## config.mk

```make
export PLATFORM = sky130hd
export DESIGN_NAME = tcw_fifo
export DESIGN_NICKNAME = d
export VERILOG_FILES = /design/src/hw/rtl/text_console_writer_top_macros.svh /design/src/hw/rtl/tcw_pkg.sv /design/src/hw/rtl/tcw_fifo.sv
export SDC_FILE = /design/constraint.sdc
export NUM_CORES = 1
export LEC_CHECK = 0
export BUFFER_PORTS_ARGS = -buffer_cell sky130_fd_sc_hd__buf_2
export CAP_MARGIN = 15
export CORE_ASPECT_RATIO = 0.8
export CORE_UTILIZATION = 55
export CTS_CLUSTER_SIZE = 16
export DETAILED_ROUTE_END_ITERATION = 10
export PLACE_DENSITY = 0.87
export SLEW_MARGIN = 30
export SYNTH_ARGS = -nofsm -noshare
export SYNTH_HDL_FRONTEND = slang
export SYNTH_SLANG_ARGS = --single-unit
```

## constraint.sdc

```tcl
create_clock -name clk_i -period 2.8 [get_ports clk_i]
set_input_delay 0.14 -clock clk_i [delete_from_list [all_inputs] [get_ports clk_i]]
set_output_delay 0.14 -clock clk_i [all_outputs]
set_load 0.005 [all_outputs]
```

## src/hw/rtl/text_console_writer_top_macros.svh

```systemverilog
// Assertion macros used by the console back end.
`ifndef TEXT_CONSOLE_WRITER_TOP_MACROS_SVH
`define TEXT_CONSOLE_WRITER_TOP_MACROS_SVH

// Checked at every rising clock edge while reset is released.
`define TCW_ASSERT(label, prop, msg) \
  label: assert property (@(posedge clk_i) disable iff (!rst_ni) prop) else $error(msg);

// Checked at every rising clock edge, reset included.
`define TCW_ASSERT_ALWAYS(label, prop, msg) \
  label: assert property (@(posedge clk_i) prop) else $error(msg);

`endif

```

## src/hw/rtl/tcw_pkg.sv

```systemverilog
`default_nettype none

package tcw_pkg;

  // Input item modes.
  typedef enum logic [1:0] {
    MODE_PUT        = 2'd0,
    MODE_CLEAR      = 2'd1,
    MODE_SET_CURSOR = 2'd2,
    MODE_READ       = 2'd3
  } mode_e;

  // Multi-cycle work that the back end carries out after an optional cell write.
  typedef enum logic [1:0] {
    SWEEP_NONE   = 2'd0,
    SWEEP_CLEAR  = 2'd1,
    SWEEP_SCROLL = 2'd2
  } sweep_e;

  localparam logic [7:0]  CH_TAB     = 8'd9;
  localparam logic [7:0]  CH_NEWLINE = 8'd10;
  localparam logic [7:0]  CH_RETURN  = 8'd13;
  localparam logic [7:0]  CH_SPACE   = 8'd32;
  localparam int unsigned TAB_STOP   = 8;

  localparam logic [15:0] RESET_CELL = 16'h0720;

  // The grid never exceeds 128 x 32 cells, so 12 bits address any cell.
  localparam int unsigned CELL_ADDR_W = 12;
  typedef logic [CELL_ADDR_W-1:0] cell_addr_t;

  localparam int unsigned QUEUE_DEPTH = 4;
  localparam int unsigned QUEUE_PTR_W = 2;

  localparam logic REG_TEXT_COLOR = 1'b0;

  typedef struct packed {
    mode_e      mode;
    logic [7:0] char_code;
    logic [6:0] target_col;
    logic [4:0] target_row;
  } in_item_t;

  typedef struct packed {
    logic [10:0] cursor_position;
    logic [15:0] cell_data;
    logic        scrolled;
  } out_item_t;

  // One classified command from the front end to the back end.
  typedef struct packed {
    sweep_e      sweep;
    logic        wr_en;
    cell_addr_t  wr_addr;
    logic [15:0] wr_data;
    logic        rd_en;
    cell_addr_t  rd_addr;
    logic [10:0] cursor_position;
    logic        scrolled;
  } cmd_t;

endpackage

`default_nettype wire

```

## src/hw/rtl/tcw_fifo.sv

```systemverilog
`default_nettype none

module tcw_fifo (
  input  wire logic          clk_i,
  input  wire logic          rst_ni,
  input  wire logic          push_i,
  input  wire tcw_pkg::cmd_t data_i,
  output logic               full_o,
  input  wire logic          pop_i,
  output tcw_pkg::cmd_t      data_o,
  output logic               empty_o
);
  import tcw_pkg::*;

  cmd_t                   entries_q [QUEUE_DEPTH];
  logic [QUEUE_PTR_W-1:0] wr_ptr_q, rd_ptr_q;
  logic [QUEUE_PTR_W:0]   count_q;

  assign full_o  = (count_q == (QUEUE_PTR_W+1)'(QUEUE_DEPTH));
  assign empty_o = (count_q == '0);
  assign data_o  = entries_q[rd_ptr_q];

  always_ff @(posedge clk_i) begin
    if (push_i) begin
      entries_q[wr_ptr_q] <= data_i;
    end
  end

  always_ff @(posedge clk_i or negedge rst_ni) begin
    if (!rst_ni) begin
      wr_ptr_q <= '0;
      rd_ptr_q <= '0;
      count_q  <= '0;
    end else begin
      if (push_i) begin
        wr_ptr_q <= wr_ptr_q + 1'b1;
      end
      if (pop_i) begin
        rd_ptr_q <= rd_ptr_q + 1'b1;
      end
      unique case ({push_i, pop_i})
        2'b10:   count_q <= count_q + 1'b1;
        2'b01:   count_q <= count_q - 1'b1;
        default: count_q <= count_q;
      endcase
    end
  end

endmodule

`default_nettype wire

```

==> impl_metrics.csv, run 1 <==
group,metric,value,unit
final_layout,drive_gt1_share,40.1,%
logic_synthesis,synthMuxAreaShare,14.8,%
logic_synthesis,synth_top_family_by_area,"multiplexers",
timing,final.setup.tns,0,ps
timing,setup_violations,0,
min_path,hp-class,"input pin to asynchronous set/reset pin",
logic_synthesis,yosys.area.top_type,"edfxtp_1",
route,drt-total-wl,16100,um
timing,rsz0062_at_grt,"no",
route,post-route-drc-count,0,
clock_network,cts.sinks,231,
logic_synthesis,syn_nets,396,
worst_setup_path,critPathKind,"register to output pin",
global_route,grt_max_degree,42,
global_route,first_global_vias,4470,
timing,finalMaxSlewViolations,0,
timing,fin_crit_sh,85.7,%
place,place.port_buffers,117,
place,place_hpwl,9220,um
final_layout,final_util,70.8,%
die,die_x,141,um
route,ant_nets,0,
logic_synthesis,synth_area_leaders,"edfxtp_1 79%, mux4_2 15%, dfrtp_1 2.1%, ha_1 0.74%, buf_12 0.71%",
timing,relSlewSlack,52.6,%
worst_setup_path,cp.required,2660,ps
timing,worstMarginPinSlew,711,ps
logic_synthesis,synthDistinctLibCells,19,
logic_synthesis,synth_fa_ha_area_share,0.971,%
pwr,cellPowerDensity,983,mW/mm^2
timing,fin_crit,2400,ps
place,gp_congestion,0.746,
worst_setup_path,start_kind,"register",
clock_network,cts.htree.levels,1,
logic_synthesis,synthXorXnorAreaFrac,0.618,%
logic_synthesis,yosysWarnings,0,
timing,fin_worst_skew,8.78,ps
logic_synthesis,yosysTopAreaCellShare,79.1,%
worst_setup_path,critPathArrivalTime,2260,ps
final_layout,syn2layout_area_growth,25.5,%
die,start_util,56.4,%
pwr,power.leakage,3.74,nW
outcome,outcome,"complete, no violations",
worst_setup_path,crit_fanout,25,
clock_network,cts_tree,"built",
final_layout,fin_nets,593,
die,dieArea,0.0160,mm^2
logic_synthesis,synthCells,330,
route,drt_iter0_markers,267,
global_route,grt_usage,20.9,%
clock_network,clkTransAtPathRegs,60,ps
clock_network,ctsLongestPathBuffers,3,
place,post-place-ws,866,ps
clock_network,cts_buffers,22,
route,via_per_inst,5.47,
timing,fmax,0.417,GHz
logic_synthesis,synth-seq-cells,231,
global_route,globalRouteOverflowTotal,0,
route,vias,4121,
global_route,antenna_found_initial,0,
logic_synthesis,synth-simple-area-share,0.603,%
final_layout,antenna_cells,0,
route,routedWlPerCell,21.4,um
global_route,grt_pass1_wl,24600,um
die,num_io_pins,118,
clock_network,insertion_delay,490,ps
worst_setup_path,end_kind,"output pin",
timing,hold_viol_final,0,
run,cap_violations,0,
logic_synthesis,synth_compound_gate_area_share,0.118,%
die,core_area,0.0151,mm^2
die,dieHeight,113,um
logic_synthesis,netlist_area,0.00850,mm^2
timing,fin_ws,401,ps
route,firstDrtPassIters,4,
logic_synthesis,avgSynthCellArea,25.8,um^2
die,fp-row-count,40,
logic_synthesis,synth.yosys.seq_area_share,81.2,%
pwr,peakVddDrop,0.658,mV
clock_network,cts.root.buffer_cell,"clkbuf_16",
[final cells by class]
cell class / instances / area, um^2
Sequential cell: 231 / 6910
Tap cell: 210 / 263
Clock inverter: 16 / 123
Timing Repair Buffer: 186 / 1310
Multi-Input combinational cell: 80 / 1460
Clock buffer: 24 / 579
Fill cell: 880 / 4390
Inverter: 6 / 22.5
[routing by layer]
layer	wire length, um	vias up	global-route usage, %
met5	0	-	0
met4	325	0	5.80
met3	1100	30	4.82
met2	8120	179	34.8
met1	6570	2117	28.2
li1	-	1795	-
[cells in the mapped netlist]
library cell  number
edfxtp_1         224
mux4_2            56
dfrtp_1            7
inv_1              6
ha_1               5
and2_1             4
buf_2              4
xor2_1             4
buf_12             3
buf_4              3
nand2_1            3
clkbuf_1           2
o21ai_0            2
xnor2_1            2
and3_1             1
buf_6              1
fa_1               1
nor2_1             1
nor3_1             1
[metrics by stage]
| step | total power [W] | cell area (um^2) | cells | hold slack, ps |
|---|---|---|---|---|
| detailed placement | 0.00766 | 9380 | 654 | -18.1 |
| global route | 0.0110 | 10700 | 753 | 34.3 |
| CTS | 0.0106 | 10700 | 753 | 25.9 |
| floorplan | 0.00658 | 8500 | 330 | -156 |
| global placement | 0.00756 | 9380 | 654 | -22.3 |
| finish | 0.0105 | 10700 | 753 | 27.4 |
[power breakdown]
part | internal (W) | switching (W) | total, W
logic | 0.00146 | 0.00128 | 0.00275
clock network | 0.00167 | 0.00118 | 0.00285
registers | 0.00453 | 0.000360 | 0.00489
[placed cells by master, fill, tap and decap left out]
cell type / count
edfxtp_1: 224
dfrtp_1: 5
nor2_1: 1
mux4_2: 56
nor3_1: 1
bufinv_16: 2
dfrtp_2: 1
clkinvlp_4: 2
ha_1: 5
dlygate4sd3_1: 59
and2_2: 4
o21ai_0: 2
buf_2: 117
xor2_1: 4
clkinv_1: 10
nand2_1: 3
clkbuf_16: 23
buf_12: 5
inv_1: 6
clkbuf_1: 1
clkinv_2: 2
xnor2_1: 2
buf_4: 5
dfrtp_4: 1
and3_1: 1
fa_1: 1
[path summary, 6_finish.rpt]
path / start / to / slack (ps) / cells after the start
max: rd_ptr_q[0]$_DFFE_PN0P_ / data_o[49] / 400 / 3
min: rst_ni / count_q[0]$_DFFE_PN0P_ / 30 / 2
max reg2reg: wr_ptr_q[0]$_DFFE_PN0P_ / entries_q[2][9]$_DFFE_PP_ / 980 / 4
min reg2reg: count_q[2]$_DFFE_PN0P_ / count_q[2]$_DFFE_PN0P_ / 520 / 1
max in group asynchronous: rst_ni / rd_ptr_q[0]$_DFFE_PN0P_ / 2600 / 2
min in group clk_i: data_i[43] / entries_q[2][43]$_DFFE_PP_ / 390 / 2
[critical path, stage by stage (launching register included)]
cell and delay (ps):
dfrtp_4 750, buf_12 280, mux4_2 560, buf_2 150
[flip-flops by register name, summed over array words and instances (netlist names)]
signal     cells
entries_q    224
count_q        3
rd_ptr_q       2
wr_ptr_q       2
[cell families after synthesis]
kind of cell,count (synthesis)
flops,231
xor+xnor,6
mux,56
simple gates,10
compound gates,2
fa+ha+maj,6
buf+inv,19
[timing repair]
| action | CTS | global route |
|---|---|---|
| setup buffers | 0 | 0 |
| hold endpoints to repair | 235 | 0 |
| gates resized for setup | 0 | 0 |
| hold buffers | 59 | 0 |
Power figures use the tool's default switching activity.
==> inputs of run 2 (changes only) <==
--- a/config.mk
+++ b/config.mk
@@ -8,10 +8,11 @@
 export BUFFER_PORTS_ARGS = -buffer_cell sky130_fd_sc_hd__buf_2
 export CAP_MARGIN = 15
 export CORE_ASPECT_RATIO = 0.8
-export CORE_UTILIZATION = 55
+export CORE_UTILIZATION = 49
 export CTS_CLUSTER_SIZE = 16
 export DETAILED_ROUTE_END_ITERATION = 10
-export PLACE_DENSITY = 0.87
+export GPL_TIMING_DRIVEN = 0
+export PLACE_DENSITY = 0.8
 export SLEW_MARGIN = 30
 export SYNTH_ARGS = -nofsm -noshare
 export SYNTH_HDL_FRONTEND = slang
==> run 2 against run 1 <==
Effect of this change: clock skew is 3.1 ps higher; combinational power increased by 9.8%; first-iteration DRC count down 41%; total power grew 1.4%; utilization shrank 6.5 points; clock power is 3% higher; critical endpoint is now data_o[36]; hold slack better by 17 ps; critical path type unchanged; highest routed layer unchanged; sequential share of layout area fell by 0.74 points.
==> impl_metrics.csv, run 2 (same netlist as run 1, synthesis figures left out) <==
group,metric,value,unit
outcome,outcome,"complete, no violations",
pwr,cellPowerDensity,986,mW/mm^2
route,ant_nets,0,
final_layout,syn2layout_area_growth,26.8,%
pwr,finalPower,0.0106,W
route,vias,4045,
pwr,switching_share,26.2,%
final_layout,n_fill_cell,1082,
timing,fmax,0.471,GHz
route,routedWlPerCell,19.6,um
global_route,grt_usage,17.6,%
clock_network,cts.root.buffer_cell,"clkbuf_16",
worst_setup_path,critPathMaxStageDelay,360,ps
route,via_per_inst,5.25,
timing,fin_ws,679,ps
final_layout,final_cells,771,
clock_network,insertion_delay,490,ps
global_route,first_global_vias,4446,
place,dp_cells,671,
pwr,p_int,0.00784,W
die,fp-row-count,42,
timing,worstMarginPinSlew,717,ps
final_layout,final_util,64.3,%
clock_network,cts_tree,"built",
global_route,grt_max_degree,35,
route,firstDrtPassIters,4,
die,dieHeight,120,um
place,post-place-ws,1090,ps
place,gp_congestion,0.683,
timing,setup_violations,0,
die,num_io_pins,118,
final_layout,final_common_cell,"edfxtp_1",
worst_setup_path,start_kind,"register",
die,die_x,149,um
worst_setup_path,cp.required,2660,ps
final_layout,largest_reg_flops,224,
place,place_hpwl,8870,um
run,cap_violations,0,
route,drt_iter0_markers,157,
clock_network,clkTransAtPathRegs,60,ps
min_path,hp-class,"input pin to asynchronous set/reset pin",
timing,fin_worst_skew,11.9,ps
worst_setup_path,slowest_stage,"mux4_2",
final_layout,drive_gt1_share,41.0,%
final_layout,final_cell_mix,"224 x edfxtp_1, 121 x buf_2, 59 x dlygate4sd3_1, 56 x mux4_2, 23 x clkbuf_16",
final_layout,reg.largest.list,"entries_q (224), count_q (3)",
worst_setup_path,path_common_cell,"buf_2",
pwr,power.leakage,3.80,nW
worst_setup_path,crit_buf_inv,3,
timing,relSlewSlack,52.2,%
place,place_area,0.00945,mm^2
final_layout,fin_nets,601,
worst_setup_path,crit_fanout,10,
worst_setup_path,crit_chain,"buf_2 -> buf_2 -> mux4_2 -> buf_2",
pwr,netSwitchingPower,0.00279,W
timing,rsz0062_at_grt,"no",
clock_network,cts.sinks,231,
die,core_area,0.0168,mm^2
pwr,p_clk_share,27.5,%
pwr,peakVddDrop,0.645,mV
global_route,grt_pass1_wl,23300,um
timing,fin_crit_sh,75.8,%
clock_network,cts_buffers,23,
worst_setup_path,critPathKind,"register to output pin",
pwr,pwr-share-seq,44.0,%
final_layout,antenna_cells,0,
final_layout,finalInstanceArea,0.0108,mm^2
route,drt-total-wl,15100,um
clock_network,ctsLongestPathBuffers,3,
global_route,globalRouteOverflowTotal,0,
die,dieArea,0.0179,mm^2
route,post-route-drc-count,0,
final_layout,top_register,"entries_q",
global_route,antenna_found_initial,0,
worst_setup_path,critPathArrivalTime,1980,ps
timing,hold_viol_final,0,
pwr,power_frac_comb,28.4,%
worst_setup_path,critical-path-top-delay-family,"buffers and inverters",
die,start_util,50.7,%
worst_setup_path,end_kind,"output pin",
clock_network,cts.htree.levels,1,
timing,finalMaxSlewViolations,0,
timing,fin_crit,2120,ps
place,place.port_buffers,117,
[run 2: cell count changes in the layout (fill, tap and decap cells not counted), moves of 2 or more]
cell        change
clkinv_1       -10
buf_12          +2
clkbuf_8        +6
clkinvlp_4      -2
buf_2           +4
dfrtp_1         +2
clkbuf_1        +8
and2_2          -4
and2_4          +4
buf_4           -2
[run 2: cell type report]
type	count	area (um^2)	share of cell area, %
clock buffers	36	684	6.35
inverters	6	22.5	0.209
clock inverters	5	56.3	0.522
flip-flops and latches	231	6900	64.0
multi-input cells	80	1470	13.6
repair buffers	180	1260	11.6
plain buffers	13	121	1.13
well taps	220	275	2.55
[run 2: power by group through the flow]
| stage | Clock, W | Combinational [W] | Sequential [W] |
|---|---|---|---|
| 4_1_cts | 0.00300 | 0.00310 | 0.00469 |
| 2_1_floorplan | 0 | 0.00185 | 0.00473 |
| 3_3_place_gp | 0 | 0.00287 | 0.00477 |
| 3_5_place_dp | 0 | 0.00301 | 0.00476 |
| 5_1_grt | 0.00313 | 0.00332 | 0.00473 |
| 6_report | 0.00293 | 0.00302 | 0.00468 |
[run 2: final timing paths]
path | from | end | slack [ps] | depth (start not counted)
worst max-delay path | rd_ptr_q[1]$_DFFE_PN0P_ | data_o[36] | 680 | 4
worst min-delay path | rst_ni | wr_ptr_q[0]$_DFFE_PN0P_ | 40 | 2
worst max register to register | wr_ptr_q[0]$_DFFE_PN0P_ | entries_q[0][23]$_DFFE_PP_ | 1100 | 4
worst min register to register | count_q[2]$_DFFE_PN0P_ | count_q[2]$_DFFE_PN0P_ | 500 | 1
max in group asynchronous | rst_ni | count_q[1]$_DFFE_PN0P_ | 2590 | 2
min in group clk_i | data_i[39] | entries_q[2][39]$_DFFE_PP_ | 400 | 2
[run 2: worst register-to-register path, delay by kind of cell (launching register included)]
family	cells	cell delay, ps
buffers and inverters	2	390
and+or+nand+nor	1	390
adders and majority gates	1	160
DFF	1	430
[run 2: per-stage QoR]
stage	hold WS (ps)	TNS [ps]
final	44.8	0
after global routing	32.3	0
after CTS	13.2	0
after detailed placement	-21.3	0
after global placement	-22.1	-108390
after floorplan	-156	0
[run 2: layer usage]
layer	vias up	wire length (um)	GRT usage, %	share of wire (%)
li1	1812	-	-	-
met1	2072	6360	22.5	42
met4	0	167	3.25	1.1
met5	-	0	0	0
met3	12	1040	4.71	6.8
met2	149	7570	30.4	50
[run 2: what timing repair did]
item	CTS	global route
hold buffers	59	0
hold endpoints to repair	235	0
buffers inserted	0	0
resized for setup	0	0
