===== src/hw/rtl/text_console_writer_top_macros.svh =====
// Assertion macros used by the console back end.
`ifndef TEXT_CONSOLE_WRITER_TOP_MACROS_SVH
`define TEXT_CONSOLE_WRITER_TOP_MACROS_SVH

// Checked at every rising clock edge while reset is released.
`define TCW_ASSERT(label, prop, msg) \
  label: assert property (@(posedge clk_i) disable iff (!rst_ni) prop) else $error(msg);

// Checked at every rising clock edge, reset included.
`define TCW_ASSERT_ALWAYS(label, prop, msg) \
  label: assert property (@(posedge clk_i) prop) else $error(msg);

`endif


===== src/hw/rtl/tcw_pkg.sv =====
`default_nettype none

package tcw_pkg;

  // Input item modes.
  typedef enum logic [1:0] {
    MODE_PUT        = 2'd0,
    MODE_CLEAR      = 2'd1,
    MODE_SET_CURSOR = 2'd2,
    MODE_READ       = 2'd3
  } mode_e;

  // Multi-cycle work that the back end carries out after an optional cell write.
  typedef enum logic [1:0] {
    SWEEP_NONE   = 2'd0,
    SWEEP_CLEAR  = 2'd1,
    SWEEP_SCROLL = 2'd2
  } sweep_e;

  localparam logic [7:0]  CH_TAB     = 8'd9;
  localparam logic [7:0]  CH_NEWLINE = 8'd10;
  localparam logic [7:0]  CH_RETURN  = 8'd13;
  localparam logic [7:0]  CH_SPACE   = 8'd32;
  localparam int unsigned TAB_STOP   = 8;

  localparam logic [15:0] RESET_CELL = 16'h0720;

  // The grid never exceeds 128 x 32 cells, so 12 bits address any cell.
  localparam int unsigned CELL_ADDR_W = 12;
  typedef logic [CELL_ADDR_W-1:0] cell_addr_t;

  localparam int unsigned QUEUE_DEPTH = 4;
  localparam int unsigned QUEUE_PTR_W = 2;

  localparam logic REG_TEXT_COLOR = 1'b0;

  typedef struct packed {
    mode_e      mode;
    logic [7:0] char_code;
    logic [6:0] target_col;
    logic [4:0] target_row;
  } in_item_t;

  typedef struct packed {
    logic [10:0] cursor_position;
    logic [15:0] cell_data;
    logic        scrolled;
  } out_item_t;

  // One classified command from the front end to the back end.
  typedef struct packed {
    sweep_e      sweep;
    logic        wr_en;
    cell_addr_t  wr_addr;
    logic [15:0] wr_data;
    logic        rd_en;
    cell_addr_t  rd_addr;
    logic [10:0] cursor_position;
    logic        scrolled;
  } cmd_t;

endpackage

`default_nettype wire


===== src/hw/rtl/tcw_front.sv =====
`default_nettype none

module tcw_front #(
  parameter int TEXT_COLUMNS = 80,
  parameter int TEXT_ROWS    = 25
) (
  input  wire logic              clk_i,
  input  wire logic              rst_ni,
  input  wire logic [7:0]        text_color_i,
  input  wire logic              in_valid_i,
  output logic                   in_ready_o,
  input  wire tcw_pkg::in_item_t in_data_i,
  input  wire logic              queue_full_i,
  input  wire logic              init_done_i,
  output logic                   push_o,
  output tcw_pkg::cmd_t          cmd_o
);
  import tcw_pkg::*;

  localparam int ColW = $clog2(TEXT_COLUMNS);
  localparam int RowW = $clog2(TEXT_ROWS);

  logic [ColW-1:0] cursor_col_q, cursor_col_d;
  logic [RowW-1:0] cursor_row_q, cursor_row_d;
  logic [ColW:0]   tab_col;
  logic            next_line;
  logic            target_ok;

  assign in_ready_o = !queue_full_i && init_done_i;
  assign push_o     = in_valid_i && in_ready_o;

  assign tab_col = ({1'b0, cursor_col_q} + (ColW+1)'(TAB_STOP))
                 & ~((ColW+1)'(TAB_STOP - 1));
  assign target_ok = (int'(in_data_i.target_col) < TEXT_COLUMNS)
                  && (int'(in_data_i.target_row) < TEXT_ROWS);

  always_comb begin
    cursor_col_d = cursor_col_q;
    cursor_row_d = cursor_row_q;
    next_line    = 1'b0;
    cmd_o        = '0;
    cmd_o.sweep  = SWEEP_NONE;
    unique case (in_data_i.mode)
      MODE_PUT: begin
        priority if (in_data_i.char_code == CH_NEWLINE) begin
          next_line = 1'b1;
        end else if (in_data_i.char_code == CH_RETURN) begin
          cursor_col_d = '0;
        end else if (in_data_i.char_code == CH_TAB) begin
          if (tab_col >= (ColW+1)'(TEXT_COLUMNS)) begin
            next_line = 1'b1;
          end else begin
            cursor_col_d = tab_col[ColW-1:0];
          end
        end else begin
          cmd_o.wr_en   = 1'b1;
          cmd_o.wr_addr = CELL_ADDR_W'(int'(cursor_row_q) * TEXT_COLUMNS
                                      + int'(cursor_col_q));
          cmd_o.wr_data = {text_color_i, in_data_i.char_code};
          if (({1'b0, cursor_col_q} + 1'b1) >= (ColW+1)'(TEXT_COLUMNS)) begin
            next_line = 1'b1;
          end else begin
            cursor_col_d = cursor_col_q + 1'b1;
          end
        end
        if (next_line) begin
          cursor_col_d = '0;
          if (({1'b0, cursor_row_q} + 1'b1) >= (RowW+1)'(TEXT_ROWS)) begin
            cmd_o.sweep    = SWEEP_SCROLL;
            cmd_o.scrolled = 1'b1;
            cursor_row_d   = RowW'(TEXT_ROWS - 1);
          end else begin
            cursor_row_d = cursor_row_q + 1'b1;
          end
        end
      end
      MODE_CLEAR: begin
        cmd_o.sweep  = SWEEP_CLEAR;
        cursor_col_d = '0;
        cursor_row_d = '0;
      end
      MODE_SET_CURSOR: begin
        if (target_ok) begin
          cursor_col_d = ColW'(in_data_i.target_col);
          cursor_row_d = RowW'(in_data_i.target_row);
        end
      end
      MODE_READ: begin
        cmd_o.rd_en   = target_ok;
        cmd_o.rd_addr = CELL_ADDR_W'(int'(in_data_i.target_row) * TEXT_COLUMNS
                                    + int'(in_data_i.target_col));
      end
      default: ;
    endcase
    cmd_o.cursor_position = 11'(int'(cursor_row_d) * TEXT_COLUMNS + int'(cursor_col_d));
  end

  always_ff @(posedge clk_i or negedge rst_ni) begin
    if (!rst_ni) begin
      cursor_col_q <= '0;
      cursor_row_q <= '0;
    end else if (push_o) begin
      cursor_col_q <= cursor_col_d;
      cursor_row_q <= cursor_row_d;
    end
  end

endmodule

`default_nettype wire


===== config.mk =====
export PLATFORM = sky130hd
export DESIGN_NAME = tcw_front
export DESIGN_NICKNAME = d
export VERILOG_FILES = /design/src/hw/rtl/text_console_writer_top_macros.svh /design/src/hw/rtl/tcw_pkg.sv /design/src/hw/rtl/tcw_front.sv
export SDC_FILE = /design/constraint.sdc
export NUM_CORES = 1
export LEC_CHECK = 0
export ABC_AREA = 1
export BUFFER_PORTS_ARGS = -buffer_cell sky130_fd_sc_hd__buf_2
export CORE_MARGIN = 5
export CORE_UTILIZATION = 50
export CTS_CLUSTER_DIAMETER = 60
export CTS_CLUSTER_SIZE = 12
export DETAILED_ROUTE_END_ITERATION = 8
export PLACE_DENSITY_LB_ADDON = 0.08
export RECOVER_POWER = 25
export SETUP_SLACK_MARGIN = 0.3
export SLEW_MARGIN = 20
export SYNTH_ARGS = -nofsm -noshare
export SYNTH_HDL_FRONTEND = slang
export SYNTH_SLANG_ARGS = --single-unit

===== constraint.sdc =====
create_clock -name clk_i -period 10.2 [get_ports clk_i]
set_input_delay 0.51 -clock clk_i [delete_from_list [all_inputs] [get_ports clk_i]]
set_output_delay 0.51 -clock clk_i [all_outputs]
set_load 0.05 [all_outputs]

==> impl_metrics.py, run 1 <==
metrics = {
    "logic_synthesis": {
        "yosysTopAreaCell": "ha_1",
        "synthFlopType": "dfrtp_1",
        "yosysMostFrequentCell": "nand2_1",
        "syn_area_um2": 2730,
        "synth_top_area_share_pct": 14.7,
        "synth-edff-count": 0,
        "ys_seq_elements": 12,
        "synth_area_leaders": "ha_1 15%, nand2_1 12%, dfrtp_1 11%, inv_1 11%, nor2_1 7.7%",
        "synth_cells": 441,
        "ys_async_sr_fraction_pct": 100,
        "synthTopCellsByCount": "90 x nand2_1, 77 x inv_1, 56 x nor2_1",
        "ys_seq_area_share_pct": 11.0,
        "synth_nets": 514,
        "yosysWarnings": 0,
        "syn_area_per_cell_um2": 6.20,
        "synth.distinct_cells": 37,
    },
    "place": {
        "numPortBuffers": 92,
        "placedCellCount": 593,
        "gp_congestion": 0.952,
        "place_hpwl_um": 6140,
    },
    "detailed_routing": {
        "routed_wl_um": 7260,
        "via_count": 3027,
        "drt-pass1-iter-count": 4,
        "wl_per_cell_um": 12.2,
        "via_per_inst": 5.07,
        "drc": 0,
        "ant_nets": 0,
        "drt_iter0_drc": 135,
    },
    "grt": {
        "gr-usage-met3_pct": 2.96,
        "grt_antenna_before_repair": 0,
        "grt_util_all_layers_pct": 20.3,
        "grtUsageMet2_pct": 36.6,
        "grt_util_met1_pct": 25.4,
        "grt_pass1_wl_um": 12200,
        "busiest_layer": "met2",
        "grt_pass1_vias": 2803,
        "grt_start_max_net_pins": 19,
        "overflow": 0,
    },
    "finish": {
        "area_delta_synth_final_pct": 18.8,
        "diodes": 0,
        "nets": 599,
        "final_cells": 597,
        "drive_gt1_share_pct": 22.5,
    },
    "die": {
        "start_util_pct": 50.6,
        "core_um2": 5410,
        "rows": 27,
        "boundaryPins": 93,
        "chipHeight_um": 83.9,
        "dieArea_um2": 7040,
        "fp.dieW_um": 83.9,
    },
    "timing": {
        "fmax_mhz": 221,
        "post-route-min-period_ps": 4540,
        "finalSetupTns_ps": 0,
        "finalMaxSlewViolations": 0,
        "worst_pin_slew_ps": 821,
        "rsz0062_at_grt": "false",
        "setup-violations-final": 0,
        "finalClockSkew_ps": 0.286,
        "fin_hold_ws_ps": 285,
        "hold_viol": 0,
        "relSlewSlack_pct": 45.1,
        "post-route-period-util_pct": 44.5,
    },
    "power_and_ir_drop": {
        "peakVddDrop_uv": 145,
        "comb_power_share_pct": 71.8,
        "power.share.clock_pct": 11.2,
        "power_w": 0.000460,
        "p_switching_w": 0.000273,
        "seqPwrFrac_pct": 17.0,
        "p_leak_nw": 1.90,
        "power_density_nw_per_um2": 142,
        "intPower_w": 0.000187,
        "swShare_pct": 59.3,
    },
    "clocking": {
        "ctsHoldBuffers": 0,
        "cts_buffer_depth": 2,
        "clock_sinks": 12,
        "clk_pin_slew_ps": 50,
        "cts_root_buf": "clkbuf_8",
        "cts_tree": "yes",
        "cts-htree-levels": 1,
        "cts_buffers": 3,
        "post_cts_resized": 0,
        "post-cts-setup-buffer-count": 0,
        "worstSkewPairLatency_ps": 240,
    },
    "worst_setup_path": {
        "critPathRequiredTime_ps": 9690,
        "critPathBufInv": 4,
        "worstPathCellList": "ha_1 -> nand2_2 -> inv_2 -> nand2_2 -> nand3_2 -> nand2_2 -> o21bai_4 -> nand2_4 -> nand2_4 -> nand2_1 -> nand3_1 -> nand3_2 -> ha_1 -> ha_1 -> inv_1 -> fa_1 -> inv_1 -> nand3b_1 -> xor2_1 -> nand4_1 -> nand2_1 -> buf_2",
        "critPathLaunch": "cursor_col_q[4]",
        "cp_top_family": "adder cells",
        "regToRegStartpoint": "cursor_col_q[4]",
        "arrival_ps": 4030,
        "max_stage_delay_ps": 520,
        "crit_slowest_cell": "dfrtp_1",
        "crit_fanout": 10,
        "crit_path_end_kind": "output port",
        "critPathLaunchType": "register",
        "critPathKind": "register to output port",
    },
    "run": {
        "drv_cap": 0,
    },
    "outcome": {
        "status": "completed",
    },
    "worst_hold_path": {
        "hold_class": "primary input to asynchronous set/reset pin",
    },
}
-- worst register-to-register path, cell delays in order, from the launching register on --
cell      delay, ps
dfrtp_1         520
ha_1            290
nand2_2          80
inv_2            70
nand2_2          70
nand3_2         100
nand2_2          70
o21bai_4        170
nand2_4         110
nand2_4         100
nand2_1          70
nand3_1          80
nand3_2         150
nand2_1         110
nand2_1          60
-- through the flow --
| stage | cell area, um^2 | util [%] | setup slack, ps |
|---|---|---|---|
| 2_1_floorplan | 2730 | - | 6120 |
| 3_3_place_gp | 3210 | 59.4 | 5950 |
| 3_5_place_dp | 3210 | 59.4 | 5910 |
| 4_1_cts | 3260 | 60.4 | 5650 |
| 5_1_grt | 3250 | 60.1 | 5310 |
| 6_report | 3250 | 60.1 | 5660 |
-- cell type report --
type,count,area [um^2]
Clock buffer,4,55.1
Fill cell,537,2160
Inverter,81,304
Multi-Input combinational cell,336,2050
Sequential cell,12,300
Tap cell,72,90.1
Timing Repair Buffer,92,450
-- logic make-up (layout without fill, tap and decap cells) --
family / Yosys count / after routing / synth area share [%]
buffers and inverters: 93 / 177 / 13.8
DFF: 12 / 12 / 11.0
AOI/OAI and AO/OA: 68 / 68 / 14.6
and+or+nand+nor: 215 / 215 / 36.7
adders and majority gates: 38 / 38 / 19.0
xor gates and xnor gates: 15 / 15 / 4.81
-- routing by layer --
layer / routed length (um) / vias to the layer above
met1: 3320 / 1367
met5: 0 / -
li1: - / 1578
met3: 477 / 2
met2: 3420 / 80
met4: 41 / 0
-- final timing paths --
path	depth (start not counted)	slack, ps	endpoint
min in group clk_i	2	610	cursor_row_q[3]
worst max register to register	14	8020	cursor_row_q[1]
worst min-delay path	1	290	cursor_col_q[3]
worst max-delay path	22	5660	cmd_o[11]
worst min register to register	2	610	cursor_row_q[3]
max in group asynchronous	1	9480	cursor_row_q[3]
-- state kept, by name, summed over array words and instances, names as in the netlist --
signal / cells
cursor_col_q: 7
cursor_row_q: 5
-- power groups by stage --
stage,registers [W],logic (W),clock network (W)
global route,0.0000804,0.000367,0.0000543
CTS,0.0000780,0.000333,0.0000523
finish,0.0000783,0.000330,0.0000516
global placement,0.0000782,0.000329,0
floorplan,0.0000706,0.000272,0
detailed placement,0.0000788,0.000332,0
-- cell usage in the layout (no fill, tap or decap), types with 8 or more instances in the layout --
master	instances
o211ai_1	8
ha_1	32
a21oi_1	18
dfrtp_1	12
nor2_1	57
xor2_1	11
clkbuf_1	8
o21ai_0	29
inv_1	77
nand3_2	8
nand3_1	29
nand2_1	90
buf_2	84
Power figures use the tool's default switching activity.
==> run 2: changes to the inputs <==
ABC_AREA = 0   (was 1)
clock period = 4.3 ns   (was 10.2 ns; I/O delays follow)
==> impl_metrics.py, run 2 <==
metrics = {
    "outcome": {
        "status": "finished, violations left",
        "violations": "setup timing",
    },
    "finish": {
        "diodes": 0,
        "final_cells": 562,
        "mostFrequentLayoutCells": "80 x buf_2, 45 x buf_4, 29 x nor2_1, 26 x ha_1, 25 x nand2_1",
        "reg.largest.list": "cursor_col_q (7), cursor_row_q (5)",
        "mostFrequentLayoutCell": "buf_2",
        "nFillCells": 471,
        "largest_reg_flops": 7,
        "drive_gt1_share_pct": 38.8,
        "regMostFlops": "cursor_col_q",
        "final_core_util_pct": 70.8,
        "nets": 564,
        "area_delta_synth_final_pct": 37.2,
    },
    "power_and_ir_drop": {
        "power_w": 0.00126,
        "power_density_nw_per_um2": 321,
        "p_leak_nw": 1.89,
        "peakVddDrop_uv": 243,
    },
    "worst_setup_path": {
        "r2r_slack_ps": 1960,
        "critPathLaunch": "cursor_col_q[3]",
        "critPathLaunchType": "register",
        "critPathKind": "register to output port",
        "regToRegStartpoint": "cursor_col_q[1]",
        "crit_fanout": 3,
        "rr_worst_depth": 11,
        "arrival_ps": 4090,
        "timing.rr.end": "cursor_col_q[3]",
        "critPathRequiredTime_ps": 4090,
        "crit_path_end_kind": "output port",
    },
    "logic_synthesis": {
        "syn_area_um2": 2860,
        "yosysMostFrequentCell": "ha_1",
        "synth-edff-count": 0,
        "synth_nets": 441,
        "synth-simple-area-share_pct": 27.4,
        "synthFlopType": "dfrtp_1",
        "synth_compound_area_share_pct": 27.6,
        "yosysWarnings": 0,
        "synthTopCellsByCount": "32 x ha_1, 30 x nor2_1, 28 x a21oi_1",
        "ys_seq_area_share_pct": 10.5,
        "synth.distinct_cells": 69,
        "synth_cells": 368,
        "synthMuxAreaShare_pct": 2.84,
        "synth_top_family_by_area": "compound AO/OA/AOI/OAI gates",
        "syn_area_per_cell_um2": 7.78,
        "synth_fa_ha_area_share_pct": 18.2,
        "synth_top_area_share_pct": 14.0,
        "ys_async_sr_fraction_pct": 100,
        "synth-xor-area-share_pct": 6.69,
        "synth_area_leaders": "ha_1 14%, dfrtp_1 10%, a21oi_1 4.9%, and2_1 4.6%, xnor2_1 4.6%",
        "ys_seq_elements": 12,
        "yosysTopAreaCell": "ha_1",
    },
    "worst_hold_path": {
        "hold_class": "primary input to register",
        "hp-start": "in_data_i[7]",
        "min_path_cells": 3,
        "min_to": "cursor_col_q[2]",
    },
    "place": {
        "placedCellCount": 542,
        "gp_congestion": 0.902,
        "numPortBuffers": 92,
        "place_hpwl_um": 6990,
    },
    "timing": {
        "worst_pin_slew_ps": 721,
        "post-route-period-util_pct": 100,
        "finalMaxSlewViolations": 0,
        "fin_hold_ws_ps": 313,
        "rsz0062_at_grt": "true",
        "fmax_mhz": 232,
        "post-route-min-period_ps": 4310,
        "finalSetupTns_ps": -6.32,
        "setup_ws_ps": -6.32,
        "relSlewSlack_pct": 51.8,
        "finalClockSkew_ps": 4.74,
        "setup-violations-final": 1,
        "hold_viol": 0,
    },
    "clocking": {
        "cts_root_buf": "clkbuf_8",
        "cts_buffer_depth": 2,
        "cts_tree": "yes",
        "cts-htree-levels": 1,
        "clk_pin_slew_ps": 50,
        "cts_buffers": 3,
        "worstSkewPairLatency_ps": 250,
        "clock_sinks": 12,
    },
    "die": {
        "rows": 27,
        "chipHeight_um": 85.7,
        "core_um2": 5540,
        "dieArea_um2": 7340,
        "fp.dieW_um": 85.7,
        "start_util_pct": 51.6,
        "boundaryPins": 93,
    },
    "grt": {
        "overflow": 0,
        "grt_pass1_vias": 3289,
        "grt_antenna_before_repair": 0,
        "grt_pass1_wl_um": 15400,
        "grt_start_max_net_pins": 19,
        "grt_util_all_layers_pct": 25.1,
    },
    "detailed_routing": {
        "ant_nets": 0,
        "routed_wl_um": 9280,
        "via_count": 3352,
        "wl_per_cell_um": 16.5,
        "via_per_inst": 5.96,
        "drc": 0,
        "drt_iter0_drc": 181,
        "drt-pass1-iter-count": 5,
    },
    "run": {
        "drv_cap": 0,
    },
}
[run 2: changes by cell type after synthesis, moves of 20 or more]
cell     delta
and2_1     +20
inv_1      -59
nand2_1    -65
nand3_1    -22
nor2_1     -26
[run 2: layout make-up]
cell class / instances / area, um^2 / area share, %
multi-input cells: 314 / 2560 / 65.3
flip-flops and latches: 12 / 304 / 7.75
well taps: 72 / 90.1 / 2.30
clock buffers: 4 / 55.1 / 1.40
inverters: 20 / 75.1 / 1.91
repair buffers: 140 / 838 / 21.4
[run 2: cells by family (layout without fill, tap and decap cells)]
logic type / count (synthesis) / in the layout
multiplexers: 8 / 8
buffers and inverters: 42 / 164
XOR/XNOR: 21 / 21
AO/OA/AOI/OAI: 110 / 110
adder cells (fa/ha/maj): 38 / 38
AND/OR/NAND/NOR: 137 / 137
flip-flops: 12 / 12
[run 2: worst max-delay path: stages, from the launching register on]
cell,delay [ps]
dfrtp_2,440
buf_4,160
ha_4,260
nor2b_4,150
o21ai_2,90
a31o_4,250
o21ai_2,80
nor4b_2,70
o31a_1,320
a21oi_2,170
ha_1,270
ha_2,190
inv_2,50
fa_1,410
or2_4,250
a21oi_2,110
a211oi_2,50
nor2_2,220
xnor2_4,140
buf_6,170
[run 2: worst max-delay path by stage]
stage                end  slack (ps)
6_report       cmd_o[11]          -6
5_1_grt        cmd_o[11]        -160
4_1_cts        cmd_o[11]          30
3_5_place_dp   cmd_o[11]         -20
3_3_place_gp   cmd_o[11]          50
2_1_floorplan  cmd_o[11]         260
[run 2: timing repair]
action / in CTS / in global routing
pin swaps: 19 / 13
hold buffers: 1 / 0
resized for setup: 26 / 15
buffers inserted: 11 / 4
endpoints found under the hold margin: 12 / 0
endpoints found under the setup margin: 3 / 4
[run 2: power by group]
group / switching, W / internal [W]
registers: 0.0000420 / 0.000134
logic: 0.000581 / 0.000373
clock network: 0.0000472 / 0.0000812
[run 2: routing by layer]
metal / GRT usage, % / up-vias / share of wire [%] / routed length (um)
met5: 0 / - / 0 / 0
met4: 8.06 / 0 / 3.5 / 326
met3: 2.21 / 34 / 8.4 / 782
met2: 43.7 / 167 / 46 / 4290
met1: 32.7 / 1570 / 42 / 3870
li1: - / 1581 / - / -
[run 2: stage by stage]
step,cell area (um^2),worst slack (ps)
after floorplan,2910,264
after global placement,3580,49.5
after detailed placement,3580,-19.8
after CTS,3820,25.7
after global routing,3930,-157
final,3930,-6.32
